`src/rtl/mus_pkg.sv`:
```
// shared types, constants and helpers of the medoid update select block
package mus_pkg;

	localparam int MAX_MEMBERS = 64;
	localparam int NSLOTS      = MAX_MEMBERS + 1;
	localparam int SLOT_BITS   = 7;
	localparam int DIST_BITS   = 24;
	localparam int ID_BITS     = 20;
	localparam int COST_BITS   = 40;
	localparam int THR_BITS    = 16;
	localparam int DIST_DEPTH  = NSLOTS * NSLOTS;
	localparam int DADDR_BITS  = $clog2(DIST_DEPTH);
	localparam int PROD_BITS   = COST_BITS + THR_BITS;

	localparam logic [THR_BITS-1:0] THR_RESET = THR_BITS'(655);

	// action codes
	localparam logic [1:0] ACT_LOAD_ID   = 2'd0;
	localparam logic [1:0] ACT_LOAD_DIST = 2'd1;
	localparam logic [1:0] ACT_EVAL      = 2'd2;

	typedef struct packed {
		logic [1:0]           action;
		logic [SLOT_BITS-1:0] slot;
		logic [SLOT_BITS-1:0] other_slot;
		logic [ID_BITS-1:0]   point_id;
		logic [DIST_BITS-1:0] distance;
		logic [SLOT_BITS-1:0] member_count;
	} in_word_t;

	typedef struct packed {
		logic [ID_BITS-1:0]   medoid_id;
		logic [COST_BITS-1:0] min_cost;
		logic                 moved;
		logic                 last;
	} out_word_t;

	typedef enum logic [2:0] {
		ST_IDLE,
		ST_RUN,
		ST_DRAIN,
		ST_FETCH,
		ST_FINISH
	} seq_state_t;

	// control that travels with one distance read
	typedef struct packed {
		logic                 valid;
		logic                 first;
		logic                 row_end;
		logic                 diag;
		logic [SLOT_BITS-1:0] row;
	} acc_ctl_t;

	// end-of-evaluate phases
	typedef struct packed {
		logic fetch;
		logic finish;
	} phase_t;

	// only the upper triangle is kept: both orders of a pair map to one entry
	function automatic logic [DADDR_BITS-1:0] dist_addr(input logic [SLOT_BITS-1:0] a,
	                                                    input logic [SLOT_BITS-1:0] b);
		logic [SLOT_BITS-1:0] lo;
		logic [SLOT_BITS-1:0] hi;
		lo = (a < b) ? a : b;
		hi = (a < b) ? b : a;
		return DADDR_BITS'(lo) * DADDR_BITS'(NSLOTS) + DADDR_BITS'(hi);
	endfunction

endpackage

```
`src/rtl/mus_cost.sv`:
```
// shared saturating accumulator, best-row tracker and moved decision
module mus_cost (
	input  logic                                clk,
	input  logic                                arst_n,
	input  mus_pkg::acc_ctl_t                   ctl_s1,
	input  logic [mus_pkg::DIST_BITS-1:0]       dist_rdata,
	input  mus_pkg::phase_t                     phase,
	input  logic [mus_pkg::THR_BITS-1:0]        threshold,
	input  logic [mus_pkg::ID_BITS-1:0]         id_rdata,
	output logic [mus_pkg::SLOT_BITS-1:0]       best_slot,
	output logic                                result_valid,
	output mus_pkg::out_word_t                  result
);

	localparam int CB = mus_pkg::COST_BITS;
	localparam int PB = mus_pkg::PROD_BITS;

	logic [CB-1:0] acc_q, obj_q, best_q, sum;
	logic [CB:0]   sum_wide;
	logic [CB-1:0] term;
	logic [mus_pkg::SLOT_BITS-1:0] best_slot_q;
	logic [PB-1:0] prod_q;
	logic [CB-1:0] diff_q;
	logic [PB-1:0] diff_shift;

	// diagonal reads as zero
	assign term     = ctl_s1.diag ? '0 : CB'(dist_rdata);
	assign sum_wide = {1'b0, (ctl_s1.first ? '0 : acc_q)} + {1'b0, term};
	assign sum      = sum_wide[CB] ? '1 : sum_wide[CB-1:0];

	always_ff @(posedge clk) begin
		if (ctl_s1.valid) begin
			acc_q <= sum;
			if (ctl_s1.row_end) begin
				if (ctl_s1.row == '0) begin
					obj_q       <= sum;
					best_q      <= sum;
					best_slot_q <= '0;
				end else if (sum < best_q) begin
					best_q      <= sum;
					best_slot_q <= ctl_s1.row;
				end
			end
		end
	end

	assign best_slot = best_slot_q;

	// threshold product, registered here and compared in the finish phase
	always_ff @(posedge clk) begin
		if (phase.fetch) begin
			prod_q <= PB'(threshold) * PB'(obj_q);
			diff_q <= obj_q - best_q;
		end
	end

	assign diff_shift = {diff_q, {mus_pkg::THR_BITS{1'b0}}};

	always_ff @(posedge clk) begin
		if (phase.finish) begin
			result.medoid_id <= id_rdata;
			result.min_cost  <= best_q;
			result.moved     <= (obj_q == '0) || (diff_shift > prod_q);
			result.last      <= 1'b1;
		end
	end

	always_ff @(posedge clk or negedge arst_n) begin
		if (!arst_n) begin
			result_valid <= 1'b0;
		end else begin
			result_valid <= phase.finish;
		end
	end

endmodule

```
`config.mk`:
```
export PLATFORM = sky130hd
export DESIGN_NAME = mus_cost
export DESIGN_NICKNAME = d
export VERILOG_FILES = /design/src/rtl/mus_pkg.sv /design/src/rtl/mus_cost.sv
export SDC_FILE = /design/constraint.sdc
export NUM_CORES = 2
export LEC_CHECK = 0
export BUFFER_PORTS_ARGS = -buffer_cell sky130_fd_sc_hd__buf_2
export CAP_MARGIN = 25
export CORE_UTILIZATION = 40
export DETAILED_ROUTE_END_ITERATION = 10
export SLEW_MARGIN = 20
export SYNTH_ARGS = -nofsm -noshare
export SYNTH_HDL_FRONTEND = slang
export SYNTH_SLANG_ARGS = --single-unit
```
`constraint.sdc`:
```
create_clock -name clk -period 5.8 [get_ports clk]
set_input_delay 0.58 -clock clk [delete_from_list [all_inputs] [get_ports clk]]
set_output_delay 0.58 -clock clk [all_outputs]
set_load 0.1 [all_outputs]
```
; ---- After elaboration in Yosys (flattened, before gate mapping)
; Cells that the tools add are included.
[totals]
reg_bits = 285
in_bits = 75
out_inout_bits = 70
wordCells = 27
[op_classes]
add_sub_neg = 2
multipliers = 1
order_cmp = 2
n_mux = 6
reduce_logical = 6
[ops]
columns = op, n
row1 = 40-bit 2-to-1 mux, 4
row2 = 56-bit greater-than comparator, 1
row3 = 16-bit by 40-bit multiplier with 56-bit output, 1
row4 = 40-bit by 24-bit adder with 41-bit output, 1
row5 = 40-bit zero test, 1
row6 = 40-bit less-than comparator, 1
row7 = 40-bit subtractor, 1
row8 = 24-bit 2-to-1 mux, 1
row9 = 7-bit zero test, 1
row10 = 7-bit 2-to-1 mux, 1
row11 = 3-bit AND reduction, 2
row12 = 2-bit nonzero test, 1
row13 = 1-bit logical OR, 1

; ---- Depth between registers and ports, before layout
[logic_depth]
word_depth = 6
depth_mapped = 24

; ---- Worst setup path after synthesis
; No wires, ideal clock.
[synth_timing]
kind = input port to flip-flop
startpoint = in threshold[1] (netlist name)
endpoint = reg prod_q[54], data pin
setup_time_ns = 0.255
t_arrival_ns = 6.214
slack_ns = -0.669
cell_stages = 23
n_path_buf = 2
path_cell_list = clkbuf_1 > nand2_1 > fa_1 > inv_1 > fa_1 > inv_1 > fa_1 > inv_1 > fa_1 > fa_1 > inv_1 > fa_1 > inv_1 > ha_1 > buf_6 > a21o_1 > a21oi_1 > nor2b_1 > or4_1 > a41oi_2 > o41ai_4 > a2111oi_0 > and3b_1
[synth_between]
elab_chain_cells = 1
[synth_lines]
columns = element, line_no
row1 = from (decl), mus_cost.sv:8  ; input logic [mus_pkg::THR_BITS-1:0] threshold,
row2 = 16-bit by 40-bit multiplier with 56-bit output, mus_cost.sv:52  ; prod_q <= PB'(threshold) * PB'(obj_q);
row3 = to (signal assigned), mus_cost.sv:52
row4 = to (decl), mus_cost.sv:22  ; logic [PB-1:0] prod_q;
; No other way between the ends.
; A chain may end at the register's enable or synchronous reset.

; ---- Final worst setup path
[layout_timing]
startpoint = reg obj_q[15]
endpoint = reg prod_q[54], data pin
[layout_between]
elab_chain_cells = 1
[layout_lines]
columns = element, line_no
row1 = from (decl), mus_cost.sv:18  ; logic [CB-1:0] acc_q, obj_q, best_q, sum;
row2 = from (signal assigned), mus_cost.sv:36  ; obj_q <= sum;
row3 = 16-bit by 40-bit multiplier with 56-bit output, mus_cost.sv:52
; No other way between the ends.

==> summary.txt <==
Global route
  • Vias in the first global route: 28225
  • First-pass GRT wire length: 154000 um
  • Total track usage: between 20% and 30%
  • Congestion Overflow GR: 0
  • Initial antenna violation count: 0
  • Pin count of the biggest net entering global routing: a little over 70

Layout
  • Final Cell Area: approximately 44000 um2
  • Fin nets: 5068
  • Synthesis-to-finish area growth: 23.1%
  • ANT cells: 0
  • Util after Layout: approximately 50%
  • Share of layout cells above drive strength 1: between 20% and 30%
  • Cell Count, Final, Fillers Out: between 5000 and 6000

STA
  • Fin. Hold Viols: 0
  • Slew of the pin with the lowest slew margin: about 0.90 ns
  • Minimum clock period: 6.41 ns
  • Tcrit/Tclk final: 110%
  • Setup violators final: 35
  • Slew HR: between 40% and 50%
  • Worst setup margin: -0.606 ns
  • Max Clock Skew: roughly 0.022 ns
  • Achievable clock frequency: about 0.16 GHz
  • RSZ-0062 raised after global routing: yes
  • Fin. max-slew vios: 0

Synthesis
  • Synth top area share: roughly 30%
  • Post-Synth Adder-Cell Area: 39.6%
  • Combinational family with the most area after synthesis: adder cells
  • Cell accounting for the most synthesized area: fa_1
  • Syn Std Cell Area: approximately 35000 um2
  • Yosys reg bits: 285
  • Synth Flop Type: edfxtp_1
  • Post-Synth XOR/XNOR Area: between 2 and 3%
  • Synth cell count leaders: inv_1, nand2_1, fa_1
  • Syn_nets: 4538
  • Async S/R FF share, synth: less than 1%
  • Synthesized instance count: around 3700
  • Mux cell area share after synthesis: 0.237%
  • Count of cell types in the netlist: 96
  • Dominant cells by area after synthesis: fa_1, edfxtp_1, ha_1, inv_1, nand2_1
  • Fraction of the yosys area taken by sequential cells: 24.2%
  • Synth Area in Compound Gates: between 8 and 9%
  • Yosys warns: 0
  • Syn Area/Cell: roughly 9.7 um2
  • Simple-Gate Fraction of Synth Area: roughly 15%
  • Post-synth EDFFs: ~280
  • Most common cell in the synthesized netlist: inv_1

Floorplanning
  • Row cnt: 108
  • Chip height: between 200 and 300 um
  • Ports: ~150
  • Die area: 89700 um2
  • Initial Util: between 40% and 50%
  • Core ar.: 87300 um2
  • Die span in x: approximately 300 um

Clocking
  • Root Buffer: clkbuf_16
  • Clock H-tree levels: 1
  • Cts bufs inserted: 27
  • Clk buf depth: 3
  • Clock slew at reported path FFs: 0.07 ns
  • CTS tree: done
  • Worst skew pair latency: 0.56 ns
  • Clock Sinks: about 290

Routing
  • Routed wire length: between 90000 and 100000 um
  • # DRC: 0
  • Drt pass-1 iters: 6
  • DRT iter0 DRCs: between 1500 and 2000
  • DR vias/cell: 5.05
  • Via count: 27107
  • Per-cell routed wire length: between 15 and 20 um
  • Antenna Nets Post-Route: 0

Worst setup path
  • Crit. End Element: register
  • Crit Path Class: register to register
  • Worst EP required: about 6 ns
  • Worst-path fanout max: 7
  • CP Launch Type: register
  • Worst EP arrival: 6.72 ns

Worst hold path
  • Hold Crit Class: input pin to register

Placement
  • Pre-CTS WS: -1.07 ns
  • DP HPWL: approximately 78000 um
  • IO buf count: 143
  • Placed inst area: a little over 40000 um2
  • Placer Congestion: 0.924
  • Dpl cells: around 5200

Run
  • Maxcap violations: 0

Power
  • Power Density: between 500 and 600 nW/um2
  • Power after layout: around 24 mW
  • Worst vdd ir: approximately 0.73 mV
  • Cell leakage power: between 20 and 25 nW

Run status
  • Failing checks: negative setup slack
  • Status: complete, but fails checks
-- metal layers --
| metal | part of all wire [%] | vias to the layer above | GRT usage (%) |
|---|---|---|---|
| met5 | 0 | - | 0 |
| met4 | 2.6 | 0 | 4.29 |
| met3 | 4.3 | 113 | 1.78 |
| met2 | 50 | 611 | 37.9 |
| met1 | 44 | 13681 | 29.4 |
| li1 | - | 12702 | - |
-- sequential cells by signal (all words and copies together) (netlist names) --
signal        count
acc_q            40
best_q           40
best_slot         7
diff_q           40
obj_q            40
prod_q           56
result           61
result_valid      1
-- kinds of logic (layout without fill, tap and decap cells) --
family	count (synthesis)	after routing
AND/OR/NAND/NOR	1134	1134
buffers and inverters	884	1432
adder cells (fa/ha/maj)	802	802
AO/OA/AOI/OAI	440	440
flip-flops	285	285
XOR/XNOR	107	107
multiplexers	8	8
other	1	1
-- metrics by stage --
step	TNS (ns)	hold WS [ns]
global placement	-42.20	0.355
global route	-23.13	0.173
finish	-13.55	0.198
CTS	-12.18	0.171
detailed placement	-41.24	0.356
floorplan	-2.89	0.284
-- worst paths after layout --
path | startpoint | end | slack (ns) | cells after the start
worst min register to register | best_q[6] | result[8] | 0.45 | 0
worst min-delay path | id_rdata[10] | result[52] | 0.20 | 1
worst max register to register | obj_q[15] | prod_q[54] | -0.61 | 21
max in group asynchronous | arst_n | result_valid | 5.37 | 2
worst max-delay path | obj_q[15] | prod_q[54] | -0.61 | 21
min in group asynchronous | arst_n | result_valid | 0.35 | 2
-- cell type report --
| cell class | instances | area, um2 |
|---|---|---|
| Clock buffer | 30 | 687 |
| Sequential cell | 285 | 8550 |
| Fill cell | 8147 | 43700 |
| Tap cell | 1155 | 1450 |
| Timing Repair Buffer | 677 | 5630 |
| Multi-Input combinational cell | 2492 | 24400 |
| Inverter | 708 | 2660 |
| Clock inverter | 17 | 198 |
-- placed cells by master (no fill, tap or decap), types with 11 or more instances in the layout --
cell,instances
ha_4,20
xor2_1,42
nor4_1,19
fa_1,505
clkbuf_16,30
inv_1,686
and2_4,17
nand2_2,12
o21a_1,12
a31oi_1,18
buf_4,442
inv_2,22
buf_12,54
nor2_1,88
and2_1,188
o21ai_0,62
nand3_1,43
a21oi_2,14
ha_1,247
fa_2,27
nor2b_1,64
buf_2,142
o211ai_1,16
a21o_1,75
edfxtp_1,284
buf_6,33
nand4_1,34
nor3_1,43
nand2_1,538
o21ai_1,11
and3_1,16
xnor2_1,58
a21oi_1,113
-- report_power, final --
part           internal, mW  switching (mW)  leakage [nW]
sequential             3.16           0.113          2.78
combinational          9.34            9.78          17.5
clock                  1.03           0.796         0.430
total                  13.5            10.7          20.7
-- timing repair --
action                                  in CTS  in global routing
pin swaps                                   46                 44
endpoints found under the hold margin        1                  0
hold buffers                                 1                  0
resized for setup                          104                 76
endpoints found under the setup margin      35                 88
gates cloned                                 2                  3
buffers inserted                            43                 32
-- critical path, stage by stage, from the launching register on --
cell       delay [ns]
edfxtp_1         0.47
buf_12           0.19
buf_4            0.15
and2_1           0.17
fa_1             0.56
fa_1             0.43
fa_1             0.55
fa_2             0.46
fa_1             0.49
inv_1            0.05
fa_1             0.47
inv_1            0.04
ha_1             0.46
nand4_1          0.26
nor4_2           0.31
a221oi_2         0.12
o31ai_2          0.10
a31oi_4          0.09
o41ai_4          0.35
buf_4            0.19
o2111ai_1        0.09
and3b_1          0.17
No activity file was read; power rests on OpenSTA's default activity.
