===== config.mk =====
export PLATFORM = sky130hd
export DESIGN_NAME = mus_ram
export DESIGN_NICKNAME = d
export VERILOG_FILES = /design/src/rtl/mus_ram.sv
export SDC_FILE = /design/constraint.sdc
export NUM_CORES = 1
export LEC_CHECK = 0
export ABC_AREA = 1
export ABC_CLOCK_PERIOD_IN_PS = 1000
export BUFFER_PORTS_ARGS = -buffer_cell sky130_fd_sc_hd__buf_2
export CORE_ASPECT_RATIO = 1.4
export CORE_UTILIZATION = 55
export DETAILED_ROUTE_END_ITERATION = 7
export GPL_TIMING_DRIVEN = 0
export PLACE_DENSITY = 0.86
export RECOVER_POWER = 100
export SYNTH_ARGS = -nofsm -noshare
export SYNTH_HDL_FRONTEND = slang
export SYNTH_SLANG_ARGS = --single-unit

===== constraint.sdc =====
create_clock -name clk -period 1 [get_ports clk]
set_input_delay 0 -clock clk [delete_from_list [all_inputs] [get_ports clk]]
set_output_delay 0 -clock clk [all_outputs]
set_load 0.05 [all_outputs]

===== src/rtl/mus_ram.sv =====
// generic single-write single-read ram with registered read data
module mus_ram #(
	parameter int WIDTH     = 8,
	parameter int DEPTH     = 16,
	parameter int ADDR_BITS = $clog2(DEPTH)
) (
	input  logic                 clk,
	input  logic                 we,
	input  logic [ADDR_BITS-1:0] waddr,
	input  logic [WIDTH-1:0]     wdata,
	input  logic                 re,
	input  logic [ADDR_BITS-1:0] raddr,
	output logic [WIDTH-1:0]     rdata
);

	logic [WIDTH-1:0] mem [DEPTH];

	always_ff @(posedge clk) begin
		if (we) begin
			mem[waddr] <= wdata;
		end
	end

	always_ff @(posedge clk) begin
		if (re) begin
			rdata <= mem[raddr];
		end
	end

endmodule


Word level (Yosys, flattened, before mapping)
Memories as Yosys holds them, arrays and structs flattened. A register that Yosys moved wholly into a read port is not among the register bits.
Index checks and enable logic that the tools add are counted.
{"block": "totals", "n_memories": 1, "inputBits": 19, "regBits": 0, "out_inout_bits": 8, "ram_bits": 128, "word_cells": 3}
{"block": "classes", "muxes": 2}
{"name": "mem", "depth": 16, "width": 8, "read_ports": 1, "rd_ports_with_merged_regs": 1, "wr": 1, "line": "16", "source": "logic [WIDTH-1:0] mem [DEPTH];"}
{"operator": "1-bit two-way mux", "count": 2}

Longest topological paths before layout
Gate-level depths: netlist of run 1.
{"block": "logic_depth", "ltp_word": 2, "ltp_mapped": 8, "depth_no_buf": 7}

Least setup slack after synthesis of run 1
OpenSTA, ideal clock, no wires.
{"block": "synth_path", "path_kind": "input -> register", "startpoint": "input port waddr[3]", "endpoint": "memory mem[4][0], enable pin", "stages": 2, "arrival_ns": 0.581, "required_ns": 0.630, "path_slack_ns": 0.049, "cell_sequence": "nand3b_1 nor2_1"}
{"item": "start: declaration", "line": "9", "source": "input logic [ADDR_BITS-1:0] waddr,"}
{"item": "end: declaration", "line": "16"}
Straight into the memory's write port.

==> results of run 1 <==
==> layer usage <==
layer  share of wire, %  track usage [%]  vias up
li1                   -                -     1871
met1                 36            33.90     1937
met2                 51            43.94      285
met3                8.5            5.500       41
met4                3.9            18.25        0
met5                  0                0        -
==> what timing repair did <==
action	in CTS	in global routing
pin swaps	12	27
endpoints found under the hold margin	14	0
gates resized for setup	15	60
buffers inserted	0	0
hold buffers	2	0
endpoints found under the setup margin	18	80
==> sequential cells by signal (all words and copies together) (netlist names) <==
| signal | flops |
|---|---|
| rdata | 8 |
| mem | 128 |
==> area by class of cell <==
type / count / area (um2) / share of cell area [%]
clock inverter: 14 / 182.7 / 2.601
tap: 138 / 172.7 / 2.459
buffer: 24 / 166.4 / 2.370
inverter: 102 / 382.9 / 5.452
clock buffer: 17 / 425.4 / 6.057
multi-input combinational: 289 / 1446 / 20.60
timing repair buffer: 25 / 162.7 / 2.316
sequential: 136 / 4084 / 58.15
==> synthesized netlist by cell type <==
master,instances
buf_1,1
buf_2,13
buf_4,4
buf_6,6
edfxtp_1,136
inv_1,100
inv_2,2
nand2_1,173
nand3_1,97
nand3b_1,2
nor2_1,17
==> where the power goes <==
group	leakage [nW]	total (mW)	switching, mW	internal (mW)
registers	1.24	6.47	0.0385	6.43
clock network	0.290	6.41	2.29	4.12
logic	1.46	1.03	0.738	0.292
total	2.98	13.9	3.06	10.8
==> path summary, 6_finish.rpt <==
kind	from	endpoint	slack [ns]	cells after the start
max	mem[14][2]	rdata[2]	-0.15	6
min	raddr[2]	rdata[6]	0.09	4
max reg2reg	mem[14][2]	rdata[2]	-0.15	6
min reg2reg	mem[6][7]	rdata[7]	0.78	6
==> critical path, cell delays in order (launching register included) <==
cell and delay (ns):
edfxtp_1 0.37, inv_1 0.06, nand2_1 0.06, nand3_1 0.09
nand3_1 0.09, nand3_1 0.13, nand2_1 0.09
==> stage by stage <==
| stage | setup WS (ns) | instance area (um2) | std cells |
|---|---|---|---|
| 2_1_floorplan | 0.04916 | 5847 | 551 |
| 3_3_place_gp | -0.3671 | 6135 | 712 |
| 3_5_place_dp | -0.4439 | 6135 | 712 |
| 4_1_cts | -0.1107 | 6830 | 745 |
| 5_1_grt | -0.1821 | 7023 | 745 |
| 6_report | -0.1488 | 7023 | 745 |
==> cells by family (layout without fill, tap and decap cells) <==
logic type    count (synthesis)  after routing  synth area share, %
simple gates                289            289                20.76
buf+inv                     126            182                9.394
flops                       136            136                69.85
==> impl_metrics.env, run 1 <==
export IMPL_synthTopCellsByArea="edfxtp_1 70%, nand2_1 11%, nand3_1 8.3%"
export IMPL_fin_tns_setup_ns=-0.9360
export IMPL_wire_per_inst_um=19.46
export IMPL_fmaxAchievable_mhz=870.5
export IMPL_dr_pass1_iters=5
export IMPL_final_cell_mix="169 x nand2_1, 136 x edfxtp_1, 99 x inv_1"
export IMPL_timing_final_crit_share_pct=114.9
export IMPL_drive_above_1_share_pct=19.77
export IMPL_violations="setup timing"
export IMPL_ys_types=11
export IMPL_startpoint_type="register"
export IMPL_synth_cells=551
export IMPL_crit_type="register to register"
export IMPL_critPathMaxFanout=1
export IMPL_cts_htree_levels=4
export IMPL_synth_top_area_share_pct=69.85
export IMPL_io_buffer_count=23
export IMPL_outcome="finished with violations"
export IMPL_cts_sinks=136
export IMPL_fin_crit_ns=1.149
export IMPL_power_density_mw_per_mm2=1980
export IMPL_yosysSeqAreaShare_pct=69.85
export IMPL_cp_arrival_ns=1.31
export IMPL_die_area_mm2=0.01105
export IMPL_rsz0062_at_grt="yes"
export IMPL_hp_class="primary input to register"
export IMPL_whs_ns=0.09346
export IMPL_layout_commonest_cell="nand2_1"
export IMPL_layout_setup_ws_ns=-0.1488
export IMPL_io_pins=27
export IMPL_place_congestion=0.8771
export IMPL_slew_violations=0
export IMPL_syn_num_nets=570
export IMPL_clkTransAtPathRegs_ns=0.06
export IMPL_n_antenna_cell=0
export IMPL_core_area_mm2=0.01035
export IMPL_end_kind="register"
export IMPL_drcViolationCount=0
export IMPL_grt_max_degree=17
export IMPL_initial_core_util_pct=56.49
export IMPL_grt_pass1_vias=3958
export IMPL_routed_wirelength_um=14490
export IMPL_die_h_um=124.0
export IMPL_antenna_found_initial=0
export IMPL_yosys_area_top_type="edfxtp_1"
export IMPL_cts_path_max_buffers=2
export IMPL_hold_viol_final=0
export IMPL_ir_drop_uv=1636
export IMPL_ant_nets=0
export IMPL_cts_root_buf="clkbuf_16"
export IMPL_p_leak_nw=2.985
export IMPL_cts_made_buffers=17
export IMPL_cp_required_ns=1.16
export IMPL_drtIter0Drc=506
export IMPL_hpwl_um=8979
export IMPL_final_setup_viol_count=8
export IMPL_cts_tree="built"
export IMPL_syn_cell_area_mm2=0.005847
export IMPL_yosysWarnings=0
export IMPL_ys_seq_elements=136
export IMPL_clkLatencyLatePin_ns=0.42
export IMPL_post_route_util_pct=67.86
export IMPL_final_net_count=614
export IMPL_grt_overflow=0
export IMPL_grt_usage_pct=27.56
export IMPL_cap_violations=0
export IMPL_rows=44
export IMPL_fin_skew_ns=0.003820
export IMPL_tightest_slew_ns=0.9932
export IMPL_fp_dieW_um=89.14
export IMPL_num_vias=4134
export IMPL_grt_pass1_wl_um=21060
export IMPL_viasPerCell=5.549
export IMPL_areaGrowthSynthToFinish_pct=20.12
export IMPL_fillers=729
export IMPL_slew_headroom_pct=33.78
export IMPL_avgSynthCellArea_um2=10.61
export IMPL_report_power_total_mw=13.91
No activity file was read; power rests on OpenSTA's default activity.
==> inputs of run 2 (changes only) <==
--- a/config.mk
+++ b/config.mk
@@ -6,13 +6,14 @@
 export NUM_CORES = 1
 export LEC_CHECK = 0
 export ABC_AREA = 1
-export ABC_CLOCK_PERIOD_IN_PS = 1000
+export ABC_CLOCK_PERIOD_IN_PS = 1070
 export BUFFER_PORTS_ARGS = -buffer_cell sky130_fd_sc_hd__buf_2
 export CORE_ASPECT_RATIO = 1.4
 export CORE_UTILIZATION = 55
+export CTS_BUF_LIST = sky130_fd_sc_hd__clkbuf_4 sky130_fd_sc_hd__clkbuf_8
 export DETAILED_ROUTE_END_ITERATION = 7
 export GPL_TIMING_DRIVEN = 0
-export PLACE_DENSITY = 0.86
+export PLACE_DENSITY = 0.84
 export RECOVER_POWER = 100
 export SYNTH_ARGS = -nofsm -noshare
 export SYNTH_HDL_FRONTEND = slang
==> constraint.sdc (replaced) <==
create_clock -name clk -period 1.07 [get_ports clk]
set_input_delay 0 -clock clk [delete_from_list [all_inputs] [get_ports clk]]
set_output_delay 0 -clock clk [all_outputs]
set_load 0.05 [all_outputs]
==> run 2 against run 1 <==
Via count decreased by 1.5%; non-clock buffer count up 7; hold slack got worse by 0.054 ns; utilization shrank 2.3 points; clock power shrank 42%; clock-buffer cell count grew 1; the flow still finishes with violations (setup timing).
==> impl_metrics.env, run 2 (synthesis results as in run 1) <==
export IMPL_outcome="finished with violations"
export IMPL_violations="setup timing"
export IMPL_num_vias=4072
export IMPL_initial_core_util_pct=56.49
export IMPL_clkTransAtPathRegs_ns=0.07
export IMPL_dr_pass1_iters=6
export IMPL_slew_headroom_pct=36.65
export IMPL_fin_crit_ns=1.112
export IMPL_final_net_count=621
export IMPL_hpwl_um=8732
export IMPL_cts_root_buf="clkbuf_8"
export IMPL_tightest_slew_ns=0.9468
export IMPL_slew_violations=0
export IMPL_regMostFlops="mem"
export IMPL_rows=44
export IMPL_clkLatencyLatePin_ns=0.44
export IMPL_grt_usage_pct=26.70
export IMPL_grt_max_degree=17
export IMPL_antenna_found_initial=0
export IMPL_cts_path_max_buffers=2
export IMPL_io_pins=27
export IMPL_viasPerCell=5.408
export IMPL_cts_made_buffers=17
export IMPL_io_buffer_count=23
export IMPL_setup_worst_path_start="mem[7][1]"
export IMPL_die_h_um=124.0
export IMPL_top_regs="mem (128), rdata (8)"
export IMPL_ir_drop_uv=806.4
export IMPL_cts_tree="built"
export IMPL_layout_setup_ws_ns=-0.04195
export IMPL_cp_required_ns=1.26
export IMPL_report_power_total_mw=10.69
export IMPL_fp_dieW_um=89.14
export IMPL_multi_input_area_mm2=0.001419
export IMPL_core_area_mm2=0.01035
export IMPL_final_setup_viol_count=8
export IMPL_whs_ns=0.03989
export IMPL_post_route_util_pct=65.55
export IMPL_post_cts_setup_buffer_count=0
export IMPL_worstReg2RegStart="mem[7][1]"
export IMPL_hp_class="primary input to register"
export IMPL_startpoint_type="register"
export IMPL_cp_arrival_ns=1.30
export IMPL_critPathMaxFanout=1
export IMPL_rsz0062_at_grt="yes"
export IMPL_ff_latch_area_mm2=0.004084
export IMPL_fmaxAchievable_mhz=899.3
export IMPL_cts_htree_levels=4
export IMPL_final_cell_mix="170 x nand2_1, 136 x edfxtp_1, 99 x inv_1"
export IMPL_power_density_mw_per_mm2=1575
export IMPL_drcViolationCount=0
export IMPL_end_kind="register"
export IMPL_grt_pass1_wl_um=20150
export IMPL_fin_tns_setup_ns=-0.1722
export IMPL_crit_type="register to register"
export IMPL_die_area_mm2=0.01105
export IMPL_cts_sinks=136
export IMPL_p_leak_nw=2.905
export IMPL_largest_register_ffs=128
export IMPL_areaGrowthSynthToFinish_pct=16.03
export IMPL_grt_overflow=0
export IMPL_layout_commonest_cell="nand2_1"
export IMPL_rrSetupSlack_ns=-0.04
export IMPL_fin_skew_ns=0.007598
export IMPL_fillers=814
export IMPL_ant_nets=0
export IMPL_wire_per_inst_um=18.12
export IMPL_grt_pass1_vias=3712
export IMPL_timing_final_crit_share_pct=103.9
export IMPL_hold_viol_final=0
export IMPL_drtIter0Drc=418
export IMPL_place_congestion=0.8798
export IMPL_cap_violations=0
export IMPL_n_antenna_cell=0
export IMPL_drive_above_1_share_pct=18.86
export IMPL_routed_wirelength_um=13650
export IMPL_worstHoldStart="raddr[2]"
run 2: routing by layer:
layer  track usage, %  wire length [um]  share of wire [%]  up-vias
li1                 -                 -                  -     1884
met1            33.36              5222                 38     1901
met2            42.27              6812                 50      238
met3            6.494              1042                7.6       49
met4            15.38               567                4.2        0
met5                0                 0                  0        -
run 2: layout make-up:
| class | instances | area share (%) |
|---|---|---|
| Sequential cell | 136 | 60.20 |
| Multi-Input combinational cell | 289 | 20.91 |
| Inverter | 102 | 5.644 |
| Clock buffer | 18 | 3.560 |
| Timing Repair Buffer | 32 | 3.062 |
| Tap cell | 138 | 2.545 |
| Buffer | 24 | 2.453 |
| Clock inverter | 14 | 1.623 |
run 2: report_power, final:
group	total, mW	switching, mW	internal (mW)	leakage (nW)
clock network	3.71	1.89	1.82	0.172
logic	0.945	0.672	0.273	1.50
registers	6.03	0.0282	6.00	1.24
total	10.7	2.60	8.09	2.90
run 2: per-stage QoR:
step	cell area, um2	worst slack (ns)	cells
floorplan	5847	0.1192	551
global placement	6135	-0.3393	712
detailed placement	6135	-0.3960	712
CTS	6704	-0.01046	753
global route	6784	-0.09426	753
finish	6784	-0.04195	753
run 2: final timing paths:
check / end / depth (start not counted)
worst max-delay path: rdata[1] / 6
worst min-delay path: rdata[6] / 4
worst max register to register: rdata[1] / 6
worst min register to register: rdata[0] / 6
run 2: worst max-delay path: stages, from the launching register on:
cell,delay (ns)
edfxtp_1,0.37
inv_1,0.07
nand2_1,0.06
nand3_1,0.08
nand3_1,0.10
nand3_2,0.11
nand2_1,0.07
run 2: what timing repair did:
action	in CTS	in global routing
hold buffers	9	0
endpoints found under the hold margin	136	0
setup endpoints to repair	8	20
pin swaps	15	17
gates resized for setup	26	25
==> inputs of run 3 (changes only) <==
--- a/config.mk
+++ b/config.mk
@@ -13,6 +13,7 @@
 export CTS_BUF_LIST = sky130_fd_sc_hd__clkbuf_4 sky130_fd_sc_hd__clkbuf_8
 export DETAILED_ROUTE_END_ITERATION = 7
 export GPL_TIMING_DRIVEN = 0
+export HOLD_SLACK_MARGIN = 0.12
 export PLACE_DENSITY = 0.84
 export RECOVER_POWER = 100
 export SYNTH_ARGS = -nofsm -noshare
==> run 3 against run 2 <==
The run still ends with setup timing left; global-route usage is the same; register-to-register slack hardly changed; critical endpoint is now rdata[5]; largest power group unchanged; die area stayed put; flip-flop and latch count unchanged; cell count grew 0.27%; maximum frequency grew 0.46%.
==> impl_metrics.env, run 3 (synthesis results as in run 1) <==
export IMPL_outcome="finished with violations"
export IMPL_violations="setup timing"
export IMPL_multi_input_area_mm2=0.001419
export IMPL_routed_wirelength_um=13690
export IMPL_postLayoutCellArea_mm2=0.006804
export IMPL_post_place_ws_ns=-0.3960
export IMPL_worstHoldStart="raddr[3]"
export IMPL_layout_commonest_cell="nand2_1"
export IMPL_regMostFlops="mem"
export IMPL_ant_nets=0
export IMPL_critPathMaxFanout=1
export IMPL_hpwl_um=8732
export IMPL_n_antenna_cell=0
export IMPL_cp_arrival_ns=1.30
export IMPL_grt_max_degree=17
export IMPL_drcViolationCount=0
export IMPL_ff_latch_area_mm2=0.004084
export IMPL_timing_final_crit_share_pct=103.4
export IMPL_cts_root_buf="clkbuf_8"
export IMPL_clkLatencyLatePin_ns=0.44
export IMPL_cts_sinks=136
export IMPL_p_int_mw=8.096
export IMPL_fin_tns_setup_ns=-0.1501
export IMPL_placed_cell_area_mm2=0.006135
export IMPL_num_vias=4014
export IMPL_io_buffer_count=23
export IMPL_grt_pass1_vias=3712
export IMPL_cts_made_buffers=17
export IMPL_placedCellCount=712
export IMPL_dr_pass1_iters=5
export IMPL_crit_type="register to register"
export IMPL_final_setup_viol_count=7
export IMPL_viasPerCell=5.317
export IMPL_wire_per_inst_um=18.14
export IMPL_stdcell_count=755
export IMPL_final_net_count=623
export IMPL_drive_above_1_share_pct=18.80
export IMPL_io_pins=27
export IMPL_rows=44
export IMPL_hp_class="primary input to register"
export IMPL_end_kind="register"
export IMPL_sequentialPowerShare_pct=56.4
export IMPL_die_h_um=124.0
export IMPL_final_cell_mix="170 x nand2_1, 136 x edfxtp_1, 99 x inv_1"
export IMPL_grt_usage_pct=26.70
export IMPL_die_area_mm2=0.01105
export IMPL_startpoint_type="register"
export IMPL_worstReg2RegStart="mem[1][5]"
export IMPL_switchingPower_mw=2.594
export IMPL_cts_tree="built"
export IMPL_place_congestion=0.8798
export IMPL_top_regs="mem (128), rdata (8)"
export IMPL_fmaxAchievable_mhz=903.4
export IMPL_fin_crit_ns=1.107
export IMPL_cp_required_ns=1.26
export IMPL_setup_worst_path_start="mem[1][5]"
export IMPL_tightest_slew_ns=0.9416
export IMPL_cap_violations=0
export IMPL_grt_overflow=0
export IMPL_power_frac_comb_pct=8.9
export IMPL_fillers=812
export IMPL_p_clk_share_pct=34.7
export IMPL_slew_headroom_pct=37.00
export IMPL_grt_pass1_wl_um=20150
export IMPL_clkTransAtPathRegs_ns=0.07
export IMPL_layout_setup_ws_ns=-0.03691
export IMPL_post_route_util_pct=65.74
export IMPL_p_leak_nw=2.913
export IMPL_power_density_mw_per_mm2=1571
export IMPL_largest_register_ffs=128
export IMPL_slew_violations=0
export IMPL_antenna_found_initial=0
export IMPL_ir_drop_uv=795.8
export IMPL_cts_htree_levels=4
export IMPL_fp_dieW_um=89.14
export IMPL_hold_viol_final=0
export IMPL_power_switching_share_pct=24.26
export IMPL_initial_core_util_pct=56.49
export IMPL_core_area_mm2=0.01035
export IMPL_cts_path_max_buffers=2
export IMPL_drtIter0Drc=420
export IMPL_fin_skew_ns=0.006840
export IMPL_rsz0062_at_grt="yes"
export IMPL_areaGrowthSynthToFinish_pct=16.37
## run 3: changes by cell type in the layout (fill, tap and decap cells not counted)
cell	before	now
dlygate4sd3_1	9	11
## run 3: cell type report
type | instances | area share, %
repair buffers | 34 | 3.347
flip-flops and latches | 136 | 60.02
inverters | 102 | 5.627
well taps | 138 | 2.538
clock buffers | 18 | 3.549
clock inverters | 14 | 1.618
plain buffers | 24 | 2.446
multi-input cells | 289 | 20.85
## run 3: per-layer routing
metal	global-route usage (%)	part of all wire [%]	wire [um]	vias up
met4	15.38	4.0	544	0
li1	-	-	-	1885
met3	6.494	7.0	962	39
met5	0	0	0	-
met1	33.36	39	5329	1875
met2	42.27	50	6858	215
## run 3: worst max-delay path, cell delays in order (launching register included)
cell and delay (ns):
edfxtp_1 0.39, inv_2 0.08, nand2_2 0.05, nand3_2 0.06, nand3_2 0.11, nand3_2 0.10
nand2_1 0.07
## run 3: worst paths after layout
check,endpoint,slack (ns),cells after the start
hold / removal,rdata[7],0.16,3
hold reg to reg,rdata[0],0.78,6
setup reg to reg,rdata[5],-0.04,6
setup / recovery,rdata[5],-0.04,6
## run 3: timing repair
action,4_1_cts,5_1_grt
resized for setup,26,25
setup buffers,0,0
pin swaps,15,17
endpoints found under the setup margin,8,20
endpoints found under the hold margin,142,4
hold buffers,9,2
## run 3: power by group through the flow
stage	Sequential (mW)	Combinational [mW]	Clock, mW
2_1_floorplan	6.23	0.421	0
3_3_place_gp	6.14	0.809	0
3_5_place_dp	6.14	0.829	0
4_1_cts	6.02	0.898	3.74
5_1_grt	6.03	1.02	3.95
6_report	6.03	0.953	3.71
## run 3: per-stage QoR
step | total power, mW | hold WS (ns)
2_1_floorplan | 6.652 | 0.09887
3_3_place_gp | 6.945 | 0.3302
3_5_place_dp | 6.970 | 0.3449
4_1_cts | 10.66 | 0.04254
5_1_grt | 11.00 | 0.1698
6_report | 10.69 | 0.1625
