<file path="src/rtl/mus_pkg.sv">
// shared types, constants and helpers of the medoid update select block
package mus_pkg;

	localparam int MAX_MEMBERS = 64;
	localparam int NSLOTS      = MAX_MEMBERS + 1;
	localparam int SLOT_BITS   = 7;
	localparam int DIST_BITS   = 24;
	localparam int ID_BITS     = 20;
	localparam int COST_BITS   = 40;
	localparam int THR_BITS    = 16;
	localparam int DIST_DEPTH  = NSLOTS * NSLOTS;
	localparam int DADDR_BITS  = $clog2(DIST_DEPTH);
	localparam int PROD_BITS   = COST_BITS + THR_BITS;

	localparam logic [THR_BITS-1:0] THR_RESET = THR_BITS'(655);

	// action codes
	localparam logic [1:0] ACT_LOAD_ID   = 2'd0;
	localparam logic [1:0] ACT_LOAD_DIST = 2'd1;
	localparam logic [1:0] ACT_EVAL      = 2'd2;

	typedef struct packed {
		logic [1:0]           action;
		logic [SLOT_BITS-1:0] slot;
		logic [SLOT_BITS-1:0] other_slot;
		logic [ID_BITS-1:0]   point_id;
		logic [DIST_BITS-1:0] distance;
		logic [SLOT_BITS-1:0] member_count;
	} in_word_t;

	typedef struct packed {
		logic [ID_BITS-1:0]   medoid_id;
		logic [COST_BITS-1:0] min_cost;
		logic                 moved;
		logic                 last;
	} out_word_t;

	typedef enum logic [2:0] {
		ST_IDLE,
		ST_RUN,
		ST_DRAIN,
		ST_FETCH,
		ST_FINISH
	} seq_state_t;

	// control that travels with one distance read
	typedef struct packed {
		logic                 valid;
		logic                 first;
		logic                 row_end;
		logic                 diag;
		logic [SLOT_BITS-1:0] row;
	} acc_ctl_t;

	// end-of-evaluate phases
	typedef struct packed {
		logic fetch;
		logic finish;
	} phase_t;

	// only the upper triangle is kept: both orders of a pair map to one entry
	function automatic logic [DADDR_BITS-1:0] dist_addr(input logic [SLOT_BITS-1:0] a,
	                                                    input logic [SLOT_BITS-1:0] b);
		logic [SLOT_BITS-1:0] lo;
		logic [SLOT_BITS-1:0] hi;
		lo = (a < b) ? a : b;
		hi = (a < b) ? b : a;
		return DADDR_BITS'(lo) * DADDR_BITS'(NSLOTS) + DADDR_BITS'(hi);
	endfunction

endpackage

</file>
<file path="src/rtl/mus_seq.sv">
// evaluate sequencer: walks every slot pair of the cluster row by row
module mus_seq (
	input  logic                                    clk,
	input  logic                                    arst_n,
	input  logic                                    eval_go,
	input  logic [mus_pkg::SLOT_BITS-1:0]           member_count,
	output logic                                    busy,
	output logic                                    rd_en,
	output logic [mus_pkg::DADDR_BITS-1:0]          rd_addr,
	output mus_pkg::acc_ctl_t                       ctl_s1,
	output mus_pkg::phase_t                         phase
);

	mus_pkg::seq_state_t state_q, state_d;
	logic [mus_pkg::SLOT_BITS-1:0] r_q, l_q, n_q;
	mus_pkg::acc_ctl_t ctl;
	logic last_pair;

	always_ff @(posedge clk or negedge arst_n) begin
		if (!arst_n) begin
			state_q <= mus_pkg::ST_IDLE;
		end else begin
			state_q <= state_d;
		end
	end

	always_comb begin
		state_d     = state_q;
		busy        = (state_q != mus_pkg::ST_IDLE);
		rd_en       = (state_q == mus_pkg::ST_RUN);
		ctl.valid   = rd_en;
		ctl.first   = (l_q == '0);
		ctl.row_end = (l_q == n_q);
		ctl.diag    = (r_q == l_q);
		ctl.row     = r_q;
		last_pair   = ctl.row_end && (r_q == n_q);
		phase.fetch  = (state_q == mus_pkg::ST_FETCH);
		phase.finish = (state_q == mus_pkg::ST_FINISH);
		case (state_q)
			mus_pkg::ST_IDLE: begin
				if (eval_go) begin
					state_d = mus_pkg::ST_RUN;
				end
			end
			mus_pkg::ST_RUN: begin
				if (last_pair) begin
					state_d = mus_pkg::ST_DRAIN;
				end
			end
			mus_pkg::ST_DRAIN:  state_d = mus_pkg::ST_FETCH;
			mus_pkg::ST_FETCH:  state_d = mus_pkg::ST_FINISH;
			mus_pkg::ST_FINISH: state_d = mus_pkg::ST_IDLE;
			default:            state_d = mus_pkg::ST_IDLE;
		endcase
	end

	assign rd_addr = mus_pkg::dist_addr(r_q, l_q);

	// pair counters
	always_ff @(posedge clk) begin
		if (state_q == mus_pkg::ST_IDLE && eval_go) begin
			r_q <= '0;
			l_q <= '0;
			n_q <= (member_count > mus_pkg::SLOT_BITS'(mus_pkg::MAX_MEMBERS))
				? mus_pkg::SLOT_BITS'(mus_pkg::MAX_MEMBERS) : member_count;
		end else if (rd_en) begin
			if (ctl.row_end) begin
				l_q <= '0;
				r_q <= r_q + 1'b1;
			end else begin
				l_q <= l_q + 1'b1;
			end
		end
	end

	// control is registered alongside the ram read so that it lines up with the read data
	always_ff @(posedge clk or negedge arst_n) begin
		if (!arst_n) begin
			ctl_s1 <= '0;
		end else begin
			ctl_s1 <= ctl;
		end
	end

endmodule

</file>
<file path="config.mk">
export PLATFORM = sky130hd
export DESIGN_NAME = mus_seq
export DESIGN_NICKNAME = d
export VERILOG_FILES = /design/src/rtl/mus_pkg.sv /design/src/rtl/mus_seq.sv
export SDC_FILE = /design/constraint.sdc
export NUM_CORES = 1
export LEC_CHECK = 0
export BUFFER_PORTS_ARGS = -buffer_cell sky130_fd_sc_hd__buf_2
export CORE_MARGIN = 2
export CORE_UTILIZATION = 40
export CTS_CLUSTER_DIAMETER = 40
export CTS_CLUSTER_SIZE = 30
export DETAILED_ROUTE_END_ITERATION = 12
export HOLD_SLACK_MARGIN = 0.05
export SLEW_MARGIN = 20
export SYNTH_ARGS = -nofsm -noshare
export SYNTH_HDL_FRONTEND = slang
export SYNTH_SLANG_ARGS = --single-unit
</file>
<file path="constraint.sdc">
create_clock -name clk -period 4.2 [get_ports clk]
set_input_delay 0.63 -clock clk [delete_from_list [all_inputs] [get_ports clk]]
set_output_delay 0.63 -clock clk [all_outputs]
set_load 0.01 [all_outputs]
</file>
# Word-level counts from Yosys, hierarchy flattened
# Cells that the tools add are included.
[word_totals] ff_bits=35 mem_count=0 word_cells=37 latchBits=0 romBits=0 mem_bits_rw=0 input_bits=10 out_inout_bits=28
[classes] reduce_logical=7 multipliers=1 n_mux=6 n_eq_ne=9 n_bitwise=0 n_shift=0 div_mod_pow=0 n_addsub=3 order_cmp=2
[op_table] operator="== test 7 bit" count=3
[op_table] operator="2-to-1 mux 7 bit" count=3
[op_table] operator="adder 7 x 1 -> 7 bit (second input constant)" count=2
[op_table] operator="adder 13 x 7 -> 13 bit" count=1
[op_table] operator="multiplier 7 x 7 -> 13 bit (second input constant)" count=1
[op_table] operator="one-hot mux 3 bit (4 select lines)" count=1
[op_table] operator="greater-than comparator 7 bit (second input constant)" count=1
[op_table] operator="zero test 7 bit" count=1
[op_table] operator="less-than comparator 7 bit" count=1
[op_table] operator="== test 3 x 2 -> 1 bit (second input constant)" count=2
[op_table] operator="2-to-1 mux 3 bit" count=2
[op_table] operator="AND reduction 2 bit" count=2
[op_table] operator="== test 3 x 1 -> 1 bit (second input constant)" count=1
[op_table] operator="== test 3 bit (second input constant)" count=1
[op_table] operator="zero test 3 bit" count=1
[op_table] operator="nonzero test 3 bit" count=1
[op_table] operator="logical AND 1 bit" count=2
[op_table] operator="inequality test 2 x 1 -> 1 bit (second input constant)" count=1
[op_table] operator="inequality test 2 bit (second input constant)" count=1

# Longest topological paths before layout
# Gate-level depths: netlist of the first run.
[logic_depth] word_depth=4 depth_mapped=17 depth_no_buf=15

# Worst setup path after synthesis of the first run
# Ideal clock, no wire load.
[synth_timing] path_kind="register to output" from="reg l_q[4] (netlist name)" to="out rd_addr[12] (netlist name)" setup_slack_ns=-0.095 path_buffers=1 required_ns=3.570 stages_incl_launch_ff=16 arrival_time_ns=3.665 path_cell_list="dfxtp_1 -> clkinv_1 -> ha_1 -> a211oi_1 -> nor2_1 -> nor3_1 -> clkbuf_1 -> o21ai_0 -> ha_1 -> ha_1 -> ha_1 -> o21ai_0 -> o21ai_0 -> nand4_1 -> xnor2_1 -> mux2i_1"
[synth_between] elab_chain_cells=4 word_cells_on_any_way=5 cone_classes="1 x add/sub; 1 x mul; 1 x order compare; 2 x mux"
[synth_lines] item="from (decl)" line_no="mus_seq.sv:15" rtl="logic [mus_pkg::SLOT_BITS-1:0] r_q, l_q, n_q;"
[synth_lines] item="from (signal assigned)" line_no="mus_seq.sv:71" rtl="l_q <= l_q + 1'b1;"
[synth_lines] item="less-than comparator 7 bit" line_no="mus_pkg.sv:66, mus_pkg.sv:67"
[synth_lines] item="2-to-1 mux 7 bit" line_no="mus_pkg.sv:66" rtl="lo = (a < b) ? a : b;"
[synth_lines] item="multiplier 7 x 7 -> 13 bit" line_no="mus_pkg.sv:68" rtl="return DADDR_BITS'(lo) * DADDR_BITS'(NSLOTS) + DADDR_BITS'(hi);"
[synth_lines] item="adder 13 x 7 -> 13 bit (*)" line_no="mus_pkg.sv:68"
[synth_lines] item="to (decl)" line_no="mus_seq.sv:9" rtl="output logic [mus_pkg::DADDR_BITS-1:0] rd_addr,"
# Mark *: on every way between the ends. The rest lies on a longest branch, timed or not.

# Worst setup path after layout of the first run
[layout_timing] from="reg l_q[4] (netlist name)" to="out rd_addr[11] (netlist name)"
# The elaborated chain is that of the path after synthesis.

==> results of run 1 <==
## kinds of logic after synthesis
kind of cell / share of synthesized area (%)
AND/OR/NAND/NOR: 19.1
AO/OA/AOI/OAI: 9.06
flip-flops: 35.6
adder cells (fa/ha/maj): 18.1
XOR/XNOR: 11.5
buffers and inverters: 4.55
multiplexers: 2.12
## power by group through the flow
stage	clock network [uW]	registers [uW]	logic [uW]
floorplan	0	351	2.23
global placement	0	351	9.48
global route	269	343	11.0
detailed placement	0	351	9.66
CTS	257	344	9.67
finish	250	344	9.18
## layer usage
metal  track usage (%)  part of all wire, %  vias to the layer above
li1                  -                    -                      959
met1              23.9                   48                      866
met2              28.4                   47                       31
met3              3.89                  4.1                        5
met4              3.56                 0.63                        0
met5                 0                    0                        -
## cells in the mapped netlist, types with 2 or more instances
cell type  count
o21ai_0       10
a31o_2         3
clkbuf_1       4
and3b_1        2
o21bai_1       2
a211oi_1       5
nor2_1        18
nand3_1        8
a21o_1         2
and3_1         2
fa_1           2
nand2_1       11
ha_1          31
xor2_1         3
nor3_1         4
xnor2_1       28
nor2b_1        6
nand3b_1       2
nand4_1        8
inv_1         19
edfxtp_1       7
dfxtp_1       14
a21oi_1       10
nor4_1         6
mux2i_1        5
clkinv_1       2
dfrtp_1       14
## per-stage QoR
stage	util, %	setup slack (ps)	power, uW	TNS (ps)
after floorplan	-	67.6	354	0
after global placement	48.4	175	361	0
after detailed placement	48.4	116	361	0
after CTS	50.6	1.07	611	0
after global routing	53.5	-4.29	624	-4.29
final	53.5	186	603	0
## cell usage in the layout (no fill, tap or decap), types with 2 or more instances in the layout
cell type	instances
a211oi_1	4
a21o_1	2
a21oi_1	7
a21oi_2	3
a31o_2	3
and3_1	2
and3b_1	2
buf_2	37
buf_4	16
clkbuf_8	6
dfrtp_1	14
dfxtp_1	11
dfxtp_2	2
edfxtp_1	7
fa_1	2
ha_1	22
ha_4	8
inv_1	17
inv_2	3
mux2i_1	5
nand2_1	10
nand3_1	8
nand3b_1	2
nand4_1	8
nor2_1	18
nor2b_1	6
nor3_1	2
nor3_2	2
nor4_1	4
nor4_2	2
o21ai_0	4
o21ai_1	3
o21ai_2	3
o21bai_1	2
xnor2_1	28
xor2_1	3
## worst register-to-register path, cell delays in order (launching register included)
cell and delay, ps:
dfrtp_1 470, or3b_4 500, inv_6 120, nand4_4 110, or3_1 340, xnor2_1 160, nor2_1 60
## what timing repair did
action	in CTS	in global routing
pin swaps	1	7
hold endpoints to repair	0	0
gates resized for setup	11	24
buffers inserted	0	4
endpoints found under the setup margin	4	5
## how the worst min path moves through the flow
stage	from	slack, ps	cells past startpoint	end
finish	arst_n	240	1	state_q[2]
global route	arst_n	260	1	ctl_s1[7]
CTS	arst_n	250	1	ctl_s1[7]
detailed placement	r_q[6]	500	1	ctl_s1[6]
global placement	r_q[6]	510	1	ctl_s1[6]
floorplan	arst_n	330	0	ctl_s1[0]
## sequential cells by signal, indices dropped and copies added, names as in the netlist
name     count
n_q          7
l_q          7
ctl_s1      11
state_q      3
r_q          7
## final cells by class
| type | instances | area, sq um | share of cell area [%] |
|---|---|---|---|
| Clock buffer | 7 | 86.3 | 2.88 |
| Multi-Input combinational cell | 181 | 1570 | 52.3 |
| Tap cell | 72 | 90.1 | 3.00 |
| Timing Repair Buffer | 54 | 317 | 10.5 |
| Sequential cell | 35 | 847 | 28.2 |
| Clock inverter | 1 | 5.00 | 0.167 |
| Inverter | 22 | 87.6 | 2.92 |
==> impl_results.md, run 1 <==
- Sequential area share after synthesis: between 30% and 40%
- Fill cells: 533
- Worst-Margin Slew: approximately 460 ps
- CTS H-Tree Depth: 2
- Initial Utilization: 42.1%
- Slew HR: a little under 70%
- Hold Violations, Final: 0
- Worst-path maximum fanout: 3
- Clock share of power: 41.5%
- Net Sw Frac: slightly above 20%
- Post-route insts no fill: 372
- Initial antenna violation count: 0
- Design area: about 3000 sq um
- Vias in the first global route: 1800
- Critical path cell sequence: inv_2 > ha_4 > a211oi_2 > nor2_1 > nor3_2 > nand2_1 > o21ai_1 > ha_1 > fa_1 > ha_2 > o21ai_2 > a21oi_2 > nand3_1 > xor2_1 > mux2i_1 > buf_2
- Final setup fails: 0
- R2r startpoint: state_q[1]
- Drt via density: ~5.0
- Post-synthesis cell type count: 42
- Minimum hold slack: around 240 ps
- Port Buffers: 37
- # DRC: 0
- Data required time of the worst path: around 3600 ps
- Setup crit end: rd_addr[11]
- Slowest stage delay, CP: 430 ps
- DP Area: 2720 sq um
- Largest area contributor in the netlist: ha_1
- Global-route usage over all layers: between 15 and 20%
- Die area: around 6500 sq um
- Share of cells above drive strength 1: 32.3%
- Final max-slew violation count: 0
- R2R depth: 6
- Fmax: roughly 0.25 GHz
- Clk sink count: 35
- Maximum VDD drop: approximately 0.2 mV
- Inst Count DP: between 300 and 400
- Register clock-pin slew on the reported worst setup and hold paths: 70 ps
- Critical Path AT: roughly 3400 ps
- Mapped Nets: around 290
- Status: complete, no violations
- Core area: 5610 sq um
- IO Count: 38
- Internal: just under 500 uW
- Via count: between 1500 and 2000
- Hold Path Class: in2async
- Buf/Inv on CP: 2
- Clock Tree Root: clkbuf_8
- Endpoint class of the critical path: output port
- Site row count: 27
- P&R area growth vs syn: 27.1%
- CP Depth: 16
- Grt total ovfl: 0
- Lkg Pwr: between 0.001 and 0.0015 uW
- Global-route wire length before repair: a little under 9000 um
- Reg-to-Reg End: l_q[6]
- Clock Path Buffers: 2
- Pwr/cell area: 201 nW/um^2
- Synth top area share: 16.4%
- Synth Instances: 243
- Worst-skew pair later-pin latency: about 280 ps
- Fin crit period: about 4000 ps
- Crit path launch type: register
- Net switching power: approximately 120 uW
- Slowest cell on the critical path: fa_1
- Flop pwr share: a little under three fifths
- Layout Skew: between 10 and 15 ps
- WL final: 5360 um
- Asr flop ratio synth: about two fifths
- DRT antenna net count: 0
- Post-DP HPWL: about 4200 um
- CP startpoint: l_q[4]
- Ys flop type: dfxtp_1
- Layout net count: roughly 340
- Hold_buf cts: 0
- Synthesized area per cell: 9.72 sq um
- Number of synthesized register bits: 35
- Comb power frac: roughly 1.5%
- Antenna cells: 0
- Number of iterations in the first detailed-routing pass: 4
- Num CTS Buffers: 5
- Yosys warnings: 0
- Post-synthesis cell area: 2360 sq um
- Crit share post-route: around 96%
- Largest net degree at the start of global routing: 16
- R2R Setup Slk: 2330 ps
- Total of max-cap violations: 0
- Routed length per instance: between 10 and 15 um
- Die Wd: 80.9 um
- Crit path kind: reg2out
- Drt initial violations: between 80 and 90
- Number of synthesized flops with an enable pin: 7
- Ranking of synthesized cells by area: ha_1 (16%), dfrtp_1 (15%), dfxtp_1 (12%)
- Die H: approximately 80 um
- Gp weighted congestion: about 0.87
- Delay-heaviest family, CP: adder cells
- TritonCTS clock tree: yes
Power figures use the tool's default switching activity.
==> inputs of run 2 (changes only) <==
CAP_MARGIN = 0   (was default)
CTS_BUF_LIST = sky130_fd_sc_hd__clkbuf_4   (was default)
SKIP_CTS_REPAIR_TIMING = 1   (was default)
==> run 2 against run 1 <==
- register-to-register slack worse by 30 ps
- global-route usage is 0.19 points lower
- utilization is 0.31 points lower
- highest routed layer unchanged
- critical endpoint unchanged
- maximum frequency down 1.4%
- clock skew up 6.3 ps
==> impl_results.md, run 2 (synthesis gave the netlist of run 1 again) <==
- Status: complete, no violations
- Buf/Inv on CP: 2
- Lkg Pwr: ~0.0013 uW
- DRT antenna net count: 0
- Initial Utilization: 42.1%
- Via count: roughly 1900
- Largest net degree at the start of global routing: 16
- R2R depth: 6
- Net switching power: about 120 uW
- Clk sink count: 35
- Number of iterations in the first detailed-routing pass: 4
- Flop pwr share: approximately 64%
- CTS H-Tree Depth: 2
- Die Wd: between 80 and 90 um
- Die H: 80.9 um
- Worst setup margin: 129 ps
- Grt total ovfl: 0
- Slowest cell on the critical path: fa_1
- IO Count: 38
- Slowest stage delay, CP: about 470 ps
- Final setup fails: 0
- Comb power frac: approximately 1.7%
- Setup TNS: 0 ps
- Num CTS Buffers: 5
- Layout Utilization: between 50 and 60%
- Initial antenna violation count: 0
- Layout Skew: around 17 ps
- Register clock-pin slew on the reported worst setup and hold paths: between 100 and 150 ps
- Hold Path Class: in2async
- Clock Tree Root: clkbuf_4
- Data required time of the worst path: ~3600 ps
- Total of max-cap violations: 0
- Worst slack, placed: 116 ps
- Die area: ~6500 sq um
- Crit path launch type: register
- Internal: between 400 and 500 uW
- # DRC: 0
- Endpoint class of the critical path: output port
- Net Sw Frac: between 20% and 30%
- Delay-heaviest family, CP: adder cells
- Vias in the first global route: about 1800
- Maximum VDD drop: about 0.12 mV
- Most common cell after layout, fill and taps aside: buf_2
- WL final: ~5500 um
- CP dominant cell by count: ha_4
- Most frequent cells in the layout: buf_2 (37), xnor2_1 (28), ha_1 (22)
- CP startpoint: l_q[4]
- Fmax: 0.246 GHz
- Max reg flops: 11
- Worst-path maximum fanout: 5
- P&R area growth vs syn: 26.3%
- Worst-Margin Slew: about 430 ps
- Drt initial violations: 100
- Share of cells above drive strength 1: 34.0%
- Crit share post-route: 96.9%
- Top reg by flops: ctl_s1
- Core area: between 5000 and 6000 sq um
- Crit path kind: reg2out
- Post-DP HPWL: 4180 um
- TritonCTS clock tree: yes
- Slew HR: 70.9%
- Global-route wire length before repair: roughly 8700 um
- Fin crit period: about 4100 ps
- Site row count: 27
- Final max-slew violation count: 0
- Port Buffers: 37
- Critical Path AT: approximately 3400 ps
- Drt via density: 5.08
- Global-route usage over all layers: about 17%
- Clock Path Buffers: 2
- Clock share of power: between 30% and 40%
- Gp weighted congestion: ~0.87
- Hold Violations, Final: 0
- Routed length per instance: between 10 and 15 um
- Antenna cells: 0
- Total power: roughly 530 uW
- R2r startpoint: state_q[1]
- Critical path cell sequence: inv_2 > ha_4 > a211oi_2 > nor2_1 > nor3_2 > nand2_1 > o21ai_1 > ha_1 > fa_1 > ha_4 > nor4_2 > o21ai_2 > nand3_1 > xor2_1 > mux2i_1 > buf_2
- CP Depth: 16
- Layout net count: ~340
- Worst-skew pair later-pin latency: 340 ps
- Pwr/cell area: ~180 nW/um^2
- Minimum hold slack: 171 ps
-- run 2: cell types whose count changed in the layout (fill, tap and decap cells not counted), moves of 2 or more --
cell | before | now
clkbuf_4 | 0 | 6
clkbuf_8 | 6 | 0
dfxtp_1 | 11 | 8
dfxtp_2 | 2 | 4
-- run 2: final timing paths --
| kind | to | slack [ps] |
|---|---|---|
| setup / recovery | rd_addr[11] | 130 |
| hold / removal | state_q[2] | 170 |
| setup reg to reg | l_q[6] | 2300 |
| hold reg to reg | ctl_s1[6] | 550 |
| max in group asynchronous | ctl_s1[0] | 3760 |
| min in group clk | n_q[6] | 540 |
-- run 2: final cells by class --
class | count | area (sq um)
tap | 72 | 90.1
inverter | 22 | 87.6
multi-input combinational | 181 | 1580
clock buffer | 6 | 45.0
sequential | 35 | 853
clock inverter | 2 | 8.76
fill | 542 | 2620
timing repair buffer | 54 | 317
-- run 2: power by group through the flow --
stage                     Combinational (uW)  Clock (uW)  Sequential, uW
after floorplan                         2.23           0             351
after global placement                  9.48           0             351
after detailed placement                9.66           0             351
after CTS                               9.67         186             344
after global routing                    11.0         200             343
final                                   9.20         181             343
-- run 2: per-stage QoR --
step / instances / cell area (sq um)
2_1_floorplan: 243 / 2360
3_3_place_gp: 360 / 2720
3_5_place_dp: 360 / 2720
4_1_cts: 368 / 2770
5_1_grt: 372 / 2980
6_report: 372 / 2980
-- run 2: layer usage --
| metal | up-vias | global-route usage [%] | part of all wire [%] |
|---|---|---|---|
| met2 | 48 | 27.9 | 48 |
| met4 | 0 | 3.56 | 0.61 |
| met3 | 4 | 3.56 | 5.3 |
| met1 | 877 | 24.0 | 47 |
| li1 | 961 | - | - |
| met5 | - | 0 | 0 |
